$ cat src/bfra_pkg.sv
// types, constants and codes shared by the best-fit range allocator
// no dependencies

package bfra_pkg;

  localparam int PoolSize = 65536;
  localparam int MaxRuns  = 32;

  localparam int IdxW   = $clog2(MaxRuns);
  localparam int CntW   = $clog2(MaxRuns + 1);
  localparam int SlotW  = 16;
  localparam int LenW   = 17;

  localparam logic OpAlloc = 1'b0;
  localparam logic OpFree  = 1'b1;

  localparam logic [1:0] StOkRun     = 2'd0;
  localparam logic [1:0] StOkTop     = 2'd1;
  localparam logic [1:0] StNoSpace   = 2'd2;
  localparam logic [1:0] StTableFull = 2'd3;

  typedef enum logic [1:0] {
    ST_IDLE,
    ST_SCAN,
    ST_WRITE,
    ST_DONE
  } state_e;

  typedef struct packed {
    logic             opcode;
    logic [SlotW-1:0] start_index;
    logic [SlotW-1:0] run_length;
  } in_t;

  typedef struct packed {
    logic [SlotW-1:0] slot_index;
    logic [1:0]       status;
  } out_t;

  // write request into the run table
  typedef struct packed {
    logic             en;
    logic             start_en;
    logic [IdxW-1:0]  addr;
    logic [SlotW-1:0] start;
    logic [LenW-1:0]  len;
  } wr_t;

endpackage

$ cat src/bfra_run_table.sv
// run table: start and length of each free run, one write and one registered read
// depends on bfra_pkg

module bfra_run_table (
  input  logic                           clk_i,
  input  bfra_pkg::wr_t                  wr_i,
  input  logic [bfra_pkg::IdxW-1:0]      rd_addr_i,
  output logic [bfra_pkg::SlotW-1:0]     rd_start_o,
  output logic [bfra_pkg::LenW-1:0]      rd_len_o
);

  logic [bfra_pkg::SlotW-1:0] start_mem [bfra_pkg::MaxRuns];
  logic [bfra_pkg::LenW-1:0]  len_mem   [bfra_pkg::MaxRuns];

  always_ff @(posedge clk_i) begin
    if (wr_i.en) begin
      len_mem[wr_i.addr] <= wr_i.len;
      if (wr_i.start_en) begin
        start_mem[wr_i.addr] <= wr_i.start;
      end
    end
    rd_start_o <= start_mem[rd_addr_i];
    rd_len_o   <= len_mem[rd_addr_i];
  end

endmodule

$ cat src/best_fit_range_allocator.sv
// best-fit range allocator: sequencer that scans the run table one entry a cycle
// depends on bfra_pkg and bfra_run_table
// requests rejected or ignored up front skip the table scan and go straight to done
// a new request is taken only once the previous result has been registered out;
// the scan is serial, set by the single table read port
// reset: all runs invalid, top pointer zero, no result pending; table contents stay

module best_fit_range_allocator (
  input  logic            clk_i,
  input  logic            rst_ni,
  input  logic            in_valid_i,
  output logic            in_stall_o,
  input  bfra_pkg::in_t   in_data_i,
  output logic            out_valid_o,
  input  logic            out_stall_i,
  output bfra_pkg::out_t  out_data_o
);

  localparam int IdxW  = bfra_pkg::IdxW;
  localparam int CntW  = bfra_pkg::CntW;
  localparam int SlotW = bfra_pkg::SlotW;
  localparam int LenW  = bfra_pkg::LenW;
  localparam int NRuns = bfra_pkg::MaxRuns;

  localparam logic [LenW-1:0] PoolLimit = LenW'(bfra_pkg::PoolSize);

  bfra_pkg::state_e state_q, state_d;

  logic [CntW-1:0]  cnt_q, cnt_d;
  logic             rd_vld_q, rd_vld_d;
  logic [IdxW-1:0]  rd_idx_q, rd_idx_d;
  logic [NRuns-1:0] valid_q, valid_d;
  logic [LenW-1:0]  top_q, top_d;
  logic             out_valid_q, out_valid_d;

  logic             best_found_q, best_found_d;
  logic             prev_found_q, prev_found_d;
  logic             next_found_q, next_found_d;
  logic             next_done_q, next_done_d;
  logic             empty_found_q, empty_found_d;

  bfra_pkg::in_t    req_q, req_d;
  logic [IdxW-1:0]  best_idx_q, best_idx_d;
  logic [LenW-1:0]  best_len_q, best_len_d;
  logic [SlotW-1:0] best_start_q, best_start_d;
  logic [IdxW-1:0]  prev_idx_q, prev_idx_d;
  logic [SlotW-1:0] prev_start_q, prev_start_d;
  logic [IdxW-1:0]  next_idx_q, next_idx_d;
  logic [IdxW-1:0]  empty_idx_q, empty_idx_d;
  logic [LenW-1:0]  acc_len_q, acc_len_d;
  bfra_pkg::out_t   pend_q, pend_d;
  bfra_pkg::out_t   out_q, out_d;

  bfra_pkg::wr_t    wr;
  logic [SlotW-1:0] rd_start;
  logic [LenW-1:0]  rd_len;

  logic             issue;
  logic             ent_vld;
  logic [LenW-1:0]  req_len;
  logic [LenW-1:0]  req_end;
  logic [LenW:0]    ent_end;
  logic             fits, better, prev_hit, next_hit;
  logic [LenW-1:0]  in_end;
  logic [LenW-1:0]  top_end;
  logic [LenW-1:0]  rest;

  bfra_run_table u_table (
    .clk_i      (clk_i),
    .wr_i       (wr),
    .rd_addr_i  (cnt_q[IdxW-1:0]),
    .rd_start_o (rd_start),
    .rd_len_o   (rd_len)
  );

  assign in_stall_o  = (state_q != bfra_pkg::ST_IDLE);
  assign out_valid_o = out_valid_q;
  assign out_data_o  = out_q;

  assign issue   = (state_q == bfra_pkg::ST_SCAN) && (cnt_q != CntW'(NRuns));
  assign ent_vld = valid_q[rd_idx_q];
  assign req_len = {1'b0, req_q.run_length};
  assign req_end = {1'b0, req_q.start_index} + req_len;
  assign ent_end = {2'b00, rd_start} + {1'b0, rd_len};
  assign in_end  = {1'b0, in_data_i.start_index} + {1'b0, in_data_i.run_length};
  assign top_end = top_q + req_len;
  assign rest    = best_len_q - req_len;

  assign fits   = ent_vld && (rd_len >= req_len);
  assign better = !best_found_q || (rd_len < best_len_q) ||
                  ((rd_len == best_len_q) && (rd_start < best_start_q));
  assign prev_hit = ent_vld && !prev_found_q &&
                    (ent_end == {2'b00, req_q.start_index});
  assign next_hit = ent_vld && !next_done_q && ({1'b0, rd_start} == req_end);

  always_comb begin
    state_d       = state_q;
    cnt_d         = cnt_q;
    rd_vld_d      = 1'b0;
    rd_idx_d      = rd_idx_q;
    valid_d       = valid_q;
    top_d         = top_q;
    out_valid_d   = out_valid_q;
    best_found_d  = best_found_q;
    prev_found_d  = prev_found_q;
    next_found_d  = next_found_q;
    next_done_d   = next_done_q;
    empty_found_d = empty_found_q;
    req_d         = req_q;
    best_idx_d    = best_idx_q;
    best_len_d    = best_len_q;
    best_start_d  = best_start_q;
    prev_idx_d    = prev_idx_q;
    prev_start_d  = prev_start_q;
    next_idx_d    = next_idx_q;
    empty_idx_d   = empty_idx_q;
    acc_len_d     = acc_len_q;
    pend_d        = pend_q;
    out_d         = out_q;
    wr            = '0;

    if (out_valid_q && !out_stall_i) begin
      out_valid_d = 1'b0;
    end

    unique case (state_q)
      bfra_pkg::ST_IDLE: begin
        if (in_valid_i) begin
          req_d         = in_data_i;
          cnt_d         = '0;
          best_found_d  = 1'b0;
          prev_found_d  = 1'b0;
          next_found_d  = 1'b0;
          next_done_d   = 1'b0;
          empty_found_d = 1'b0;
          acc_len_d     = {1'b0, in_data_i.run_length};
          pend_d        = '0;
          state_d       = bfra_pkg::ST_SCAN;
          // requests settled without the table
          if (in_data_i.opcode == bfra_pkg::OpAlloc) begin
            if (in_data_i.run_length == '0) begin
              pend_d.status = bfra_pkg::StNoSpace;
              state_d       = bfra_pkg::ST_DONE;
            end
          end else if (in_data_i.run_length == '0) begin
            pend_d.status = bfra_pkg::StOkRun;
            state_d       = bfra_pkg::ST_DONE;
          end else if (in_end > PoolLimit) begin
            pend_d.status = bfra_pkg::StNoSpace;
            state_d       = bfra_pkg::ST_DONE;
          end
        end
      end

      bfra_pkg::ST_SCAN: begin
        rd_vld_d = issue;
        if (issue) begin
          rd_idx_d = cnt_q[IdxW-1:0];
          cnt_d    = cnt_q + CntW'(1);
        end
        if (rd_vld_q) begin
          if (req_q.opcode == bfra_pkg::OpAlloc) begin
            if (fits && better) begin
              best_found_d = 1'b1;
              best_idx_d   = rd_idx_q;
              best_len_d   = rd_len;
              best_start_d = rd_start;
            end
          end else begin
            if (!ent_vld && !empty_found_q) begin
              empty_found_d = 1'b1;
              empty_idx_d   = rd_idx_q;
            end
            if (prev_hit || next_hit) begin
              // merged entries leave the table as they are found
              acc_len_d          = acc_len_q + rd_len;
              valid_d[rd_idx_q]  = 1'b0;
            end
            if (prev_hit) begin
              prev_found_d = 1'b1;
              prev_idx_d   = rd_idx_q;
              prev_start_d = rd_start;
            end
            if (next_hit) begin
              // an entry that is both neighbors counts once, as the lower one
              next_done_d = 1'b1;
              if (!prev_hit) begin
                next_found_d = 1'b1;
                next_idx_d   = rd_idx_q;
              end
            end
          end
          if (!issue) begin
            state_d = bfra_pkg::ST_WRITE;
          end
        end
      end

      bfra_pkg::ST_WRITE: begin
        state_d = bfra_pkg::ST_DONE;
        pend_d  = '0;
        if (req_q.opcode == bfra_pkg::OpAlloc) begin
          if (best_found_q) begin
            pend_d.slot_index = best_start_q + rest[SlotW-1:0];
            pend_d.status     = bfra_pkg::StOkRun;
            if (rest != '0) begin
              wr.en   = 1'b1;
              wr.addr = best_idx_q;
              wr.len  = rest;
            end else begin
              valid_d[best_idx_q] = 1'b0;
            end
          end else if (top_end > PoolLimit) begin
            pend_d.status = bfra_pkg::StNoSpace;
          end else begin
            pend_d.slot_index = top_q[SlotW-1:0];
            pend_d.status     = bfra_pkg::StOkTop;
            top_d             = top_end;
          end
        end else if (prev_found_q || next_found_q || empty_found_q) begin
          wr.en       = 1'b1;
          wr.start_en = 1'b1;
          wr.len      = acc_len_q;
          wr.start    = prev_found_q ? prev_start_q : req_q.start_index;
          wr.addr     = prev_found_q ? prev_idx_q :
                        (next_found_q ? next_idx_q : empty_idx_q);
          valid_d[wr.addr] = 1'b1;
          pend_d.status    = bfra_pkg::StOkRun;
        end else begin
          pend_d.status = bfra_pkg::StTableFull;
        end
      end

      bfra_pkg::ST_DONE: begin
        if (!out_valid_q || !out_stall_i) begin
          out_d       = pend_q;
          out_valid_d = 1'b1;
          state_d     = bfra_pkg::ST_IDLE;
        end
      end

      default: state_d = bfra_pkg::ST_IDLE;
    endcase
  end

  always_ff @(posedge clk_i or negedge rst_ni) begin
    if (!rst_ni) begin
      state_q       <= bfra_pkg::ST_IDLE;
      cnt_q         <= '0;
      rd_vld_q      <= 1'b0;
      valid_q       <= '0;
      top_q         <= '0;
      out_valid_q   <= 1'b0;
      best_found_q  <= 1'b0;
      prev_found_q  <= 1'b0;
      next_found_q  <= 1'b0;
      next_done_q   <= 1'b0;
      empty_found_q <= 1'b0;
    end else begin
      state_q       <= state_d;
      cnt_q         <= cnt_d;
      rd_vld_q      <= rd_vld_d;
      valid_q       <= valid_d;
      top_q         <= top_d;
      out_valid_q   <= out_valid_d;
      best_found_q  <= best_found_d;
      prev_found_q  <= prev_found_d;
      next_found_q  <= next_found_d;
      next_done_q   <= next_done_d;
      empty_found_q <= empty_found_d;
    end
  end

  always_ff @(posedge clk_i) begin
    rd_idx_q     <= rd_idx_d;
    req_q        <= req_d;
    best_idx_q   <= best_idx_d;
    best_len_q   <= best_len_d;
    best_start_q <= best_start_d;
    prev_idx_q   <= prev_idx_d;
    prev_start_q <= prev_start_d;
    next_idx_q   <= next_idx_d;
    empty_idx_q  <= empty_idx_d;
    acc_len_q    <= acc_len_d;
    pend_q       <= pend_d;
    out_q        <= out_d;
  end

`ifndef SYNTHESIS
  a_top_bounded: assert property (@(posedge clk_i) disable iff (!rst_ni)
    top_q <= PoolLimit)
    else $error("top pointer beyond pool");

  a_out_from_done: assert property (@(posedge clk_i) disable iff (!rst_ni)
    $rose(out_valid_q) |-> $past(state_q == bfra_pkg::ST_DONE))
    else $error("result appeared outside done state");

  a_read_in_scan: assert property (@(posedge clk_i) disable iff (!rst_ni)
    rd_vld_q |-> (state_q == bfra_pkg::ST_SCAN))
    else $error("table read data outside scan");

  a_busy_after_transfer: assert property (@(posedge clk_i) disable iff (!rst_ni)
    (in_valid_i && !in_stall_o) |=> in_stall_o)
    else $error("request taken while previous one in flight");
`endif

endmodule
$ cat config.mk
export PLATFORM = sky130hd
export DESIGN_NAME = best_fit_range_allocator
export DESIGN_NICKNAME = d
export VERILOG_FILES = /design/src/bfra_pkg.sv /design/src/bfra_run_table.sv /design/src/best_fit_range_allocator.sv
export SDC_FILE = /design/constraint.sdc
export NUM_CORES = 2
export LEC_CHECK = 0
export BUFFER_PORTS_ARGS = -buffer_cell sky130_fd_sc_hd__buf_2
export CAP_MARGIN = 20
export CORE_MARGIN = 3
export CORE_UTILIZATION = 40
export CTS_CLUSTER_SIZE = 25
export DETAILED_ROUTE_END_ITERATION = 8
export PLACE_DENSITY = 0.61
export SYNTH_ARGS = -nofsm -noshare
export SYNTH_HDL_FRONTEND = slang
export SYNTH_SLANG_ARGS = --single-unit
$ cat constraint.sdc
create_clock -name clk_i -period 5.68 [get_ports clk_i]
set_input_delay 1.42 -clock clk_i [delete_from_list [all_inputs] [get_ports clk_i]]
set_output_delay 1.42 -clock clk_i [all_outputs]
set_load 0.02 [all_outputs]
==> results.yml <==
cells_and_area:
  final_cell_area_um2: 66500
  syn2layout_area_growth_pct: 14.4
  num-nets-final: 3782
  final_layout_size_suffix_gt1_share_pct: 25.8
  fin_cells: 5579
grt:
  grt_use_met2_pct: 32.2
  antenna_found_initial: 4
  use_met3_pct: 2.96
  first_global_vias: 32500
  gr-max-usage-layer: "met2"
  grt_pass1_wl_mm: 223
  grt_start_max_net_pins: 94
  overflow: 0
  grt_usage_pct: 20.1
  grt.met1_usage_pct: 28.3
placement:
  gp_congestion: 0.919
  placed_area_um2: 62100
  place_ws_ns: 0.653
  place.detailed.instances: 5334
  place_hpwl_mm: 99.9
  io_buffer_count: 56
hold_path:
  min_path_type: "flip-flop to flip-flop"
  min_from: "pend_q[2]"
  holdPathEnd: "out_data_o[2]"
  hold_depth: 0
floorplanning:
  coreArea_um2: 144000
  dieArea_um2: 150000
  ioPinCount: 57
  die_h_um: 387
  rows: 139
  die_w_um: 387
  initial_core_util_pct: 40.4
detailed_routing:
  drc_errors: 0
  drtPass1Iterations: 6
  drt-total-wl_mm: 151
  wl_per_cell_um: 27.0
  vias_per_cell: 5.82
  dr_total_vias: 32500
  initialDrtViolationCount: 2905
  ant_nets: 0
timing:
  timing.final.crit_share_pct: 89.7
  tightest_slew_ns: 1.17
  hold_viol_final: 0
  tns_ns: 0
  slew_headroom_pct: 22.1
  final-max-slew-violation-count: 0
  min_period_ns: 5.10
  fmax_ghz: 0.196
  setup_violations: 0
  fin_worst_skew_ns: 0.0247
  rsz0062_at_grt: "false"
  fin_ws_ns: 0.585
setup_path:
  crit_type: "flip-flop to flip-flop"
  regToRegStartpoint: "req_len[1]"
  reg2reg_depth: 13
  startpoint: "req_len[1]"
  crit_path_end_kind: "flip-flop"
  slowest_stage: "a21oi_1"
  cpPeakStageDelay_ns: 0.68
  crit_chain: "inv_1 -> ha_1 -> nand2b_1 -> a21oi_1 -> nor4_1 -> o21ai_0 -> a31oi_1 -> xnor2_1 -> and4bb_2 -> a21oi_1 -> a21boi_2 -> nor4_2 -> buf_4"
  worstSetupStartpointType: "flip-flop"
  cpMostUsedCell: "a21oi_1"
  rr_endpoint: "u_table.len_mem[27][7]"
  cp_max_fo: 17
  r2r_slack_ns: 0.58
  crit_required_ns: 6.10
  arrival_ns: 5.52
flow_run:
  cap_violations: 0
clock_network:
  cts_setup_buffers: 0
  hold_buffers: 0
  cts-resized-gates: 0
  cts_sinks: 1313
  cts_max_level: 4
  clk_path_buf_depth: 3
  clkTransAtPathRegs_ns: 0.06
  clock_latency_ns: 0.76
  cts_root_buffer: "clkbuf_16"
  cts_tree: "yes"
  cts_buffers: 136
yosys:
  synth.distinct_cells: 87
  synth_area_per_cell_um2: 17.3
  synthFlopType: "edfxtp_1"
  yosys_warnings: 0
  async_flop_share_pct: 4.87
  postSynthCellCount: 3359
  netlist_area_um2: 58200
  syn_nets: 3570
  synth-seq-cells: 1313
  synth_edf_count: 1216
  yosysSeqAreaShare_pct: 66.7
power_and_ir_drop:
  power.density_nw_per_um2: 465
  peakVddDrop_v: 0.000259
  leakage_nw: 21.9
run_status:
  outcome: "finished clean"
## state kept, by name, indices dropped and copies added (netlist names), 18 cells and up
| register | cells |
|---|---|
| u_table.start_mem | 512 |
| valid_q | 32 |
| pend_q | 18 |
| u_table.len_mem | 544 |
| out_data_o | 18 |
## layout make-up
cell class                 instances  area (um2)
antenna                            1        2.50
clock buffer                     175        3700
clock inverter                    67         763
tap                             1903        2380
sequential                      1313       38800
timing repair buffer             213        1610
inverter                         105         394
multi-input combinational       1802       18900
fill                           12200       77500
## power breakdown
| part | leakage [nW] | internal, W | total (W) | switching, W |
|---|---|---|---|---|
| clock network | 2.16 | 0.00528 | 0.00893 | 0.00364 |
| registers | 11.8 | 0.0112 | 0.0122 | 0.000965 |
| logic | 7.88 | 0.00442 | 0.00982 | 0.00540 |
## worst max path at each step
stage | end | slack, ns | cells past startpoint
2_1_floorplan | u_table.len_mem[0][0] | 0.03 | 12
3_5_place_dp | u_table.len_mem[24][4] | 0.65 | 14
6_report | u_table.len_mem[27][7] | 0.58 | 13
4_1_cts | u_table.len_mem[25][10] | 0.61 | 14
5_1_grt | u_table.len_mem[24][13] | 0.22 | 14
3_3_place_gp | u_table.len_mem[26][1] | 0.79 | 14
## cells in the mapped netlist (10+ instances only)
library cell  number  area, um2
a21o_1            36        270
ha_1             167       2090
a211oi_1          19        143
or3_1             13       81.3
nor3_2            11        110
a22o_1            44        385
xnor2_1           60        526
mux2i_1           41        410
nand4_1           24        150
o21a_1            26        195
dfxtp_1           33        661
nor4_1            28        175
o21bai_1          13       97.6
nor3_1            73        365
o211ai_1          15        113
or4_1             13       97.6
buf_2             11       55.1
a21oi_1           97        485
edfxtp_1        1216      36500
nand3_1           38        190
o221ai_1          26        228
mux2_2            87        980
nor2b_1           22        138
mux4_2           330       7430
o22ai_1           10       62.6
and3_1            13       81.3
xor2_1            34        298
nor2_1           133        499
or2_2             12       75.1
o21ai_0          108        541
dfrtp_1           64       1600
a31oi_1           16        100
buf_1             24       90.1
clkbuf_1         101        379
inv_1            105        394
and2_1            10       62.6
nand2_1          101        379
nand2b_1          27        169
## per-layer routing
metal  vias up  share of wire (%)
met5         -              0.013
met4         2                2.9
met3       234                5.8
met2      1116                 48
met1     16900                 44
li1      14200                  -
## cells by family after synthesis
kind of cell	synth area share [%]
AOI/OAI and AO/OA	6.25
xor gates and xnor gates	1.48
adders and majority gates	3.83
buffers and inverters	1.63
DFF	66.7
muxes	15.2
and+or+nand+nor	4.95
## through the flow
stage	util (%)	total power [W]	hold WS [ns]
2_1_floorplan	-	0.0189	0.400
3_5_place_dp	43.1	0.0222	0.406
3_3_place_gp	43.1	0.0222	0.402
4_1_cts	46.2	0.0312	0.417
6_report	46.2	0.0309	0.418
5_1_grt	46.2	0.0324	0.424
## cell usage in the layout, fill, tap and decap left out, types with 37 or more instances in the layout
cell / n
a21oi_1: 97
a22o_1: 44
buf_2: 56
buf_4: 142
clkbuf_16: 141
dfrtp_1: 59
edfxtp_1: 1216
ha_1: 167
inv_1: 105
mux2_2: 87
mux2i_1: 41
mux4_2: 330
nand2_1: 101
nand3_1: 38
nor2_1: 107
nor3_1: 37
o21ai_0: 103
xnor2_1: 60
## critical path, delay by kind of cell (launching register included)
| family | cells | cell delay (ns) |
|---|---|---|
| adder cells (fa/ha/maj) | 1 | 0.30 |
| buffers and inverters | 2 | 0.48 |
| AO/OA/AOI/OAI | 5 | 2.06 |
| AND/OR/NAND/NOR | 4 | 0.87 |
| XOR/XNOR | 1 | 0.43 |
| flip-flops | 1 | 0.59 |
Note: power is estimated with default switching activity, not from simulation.
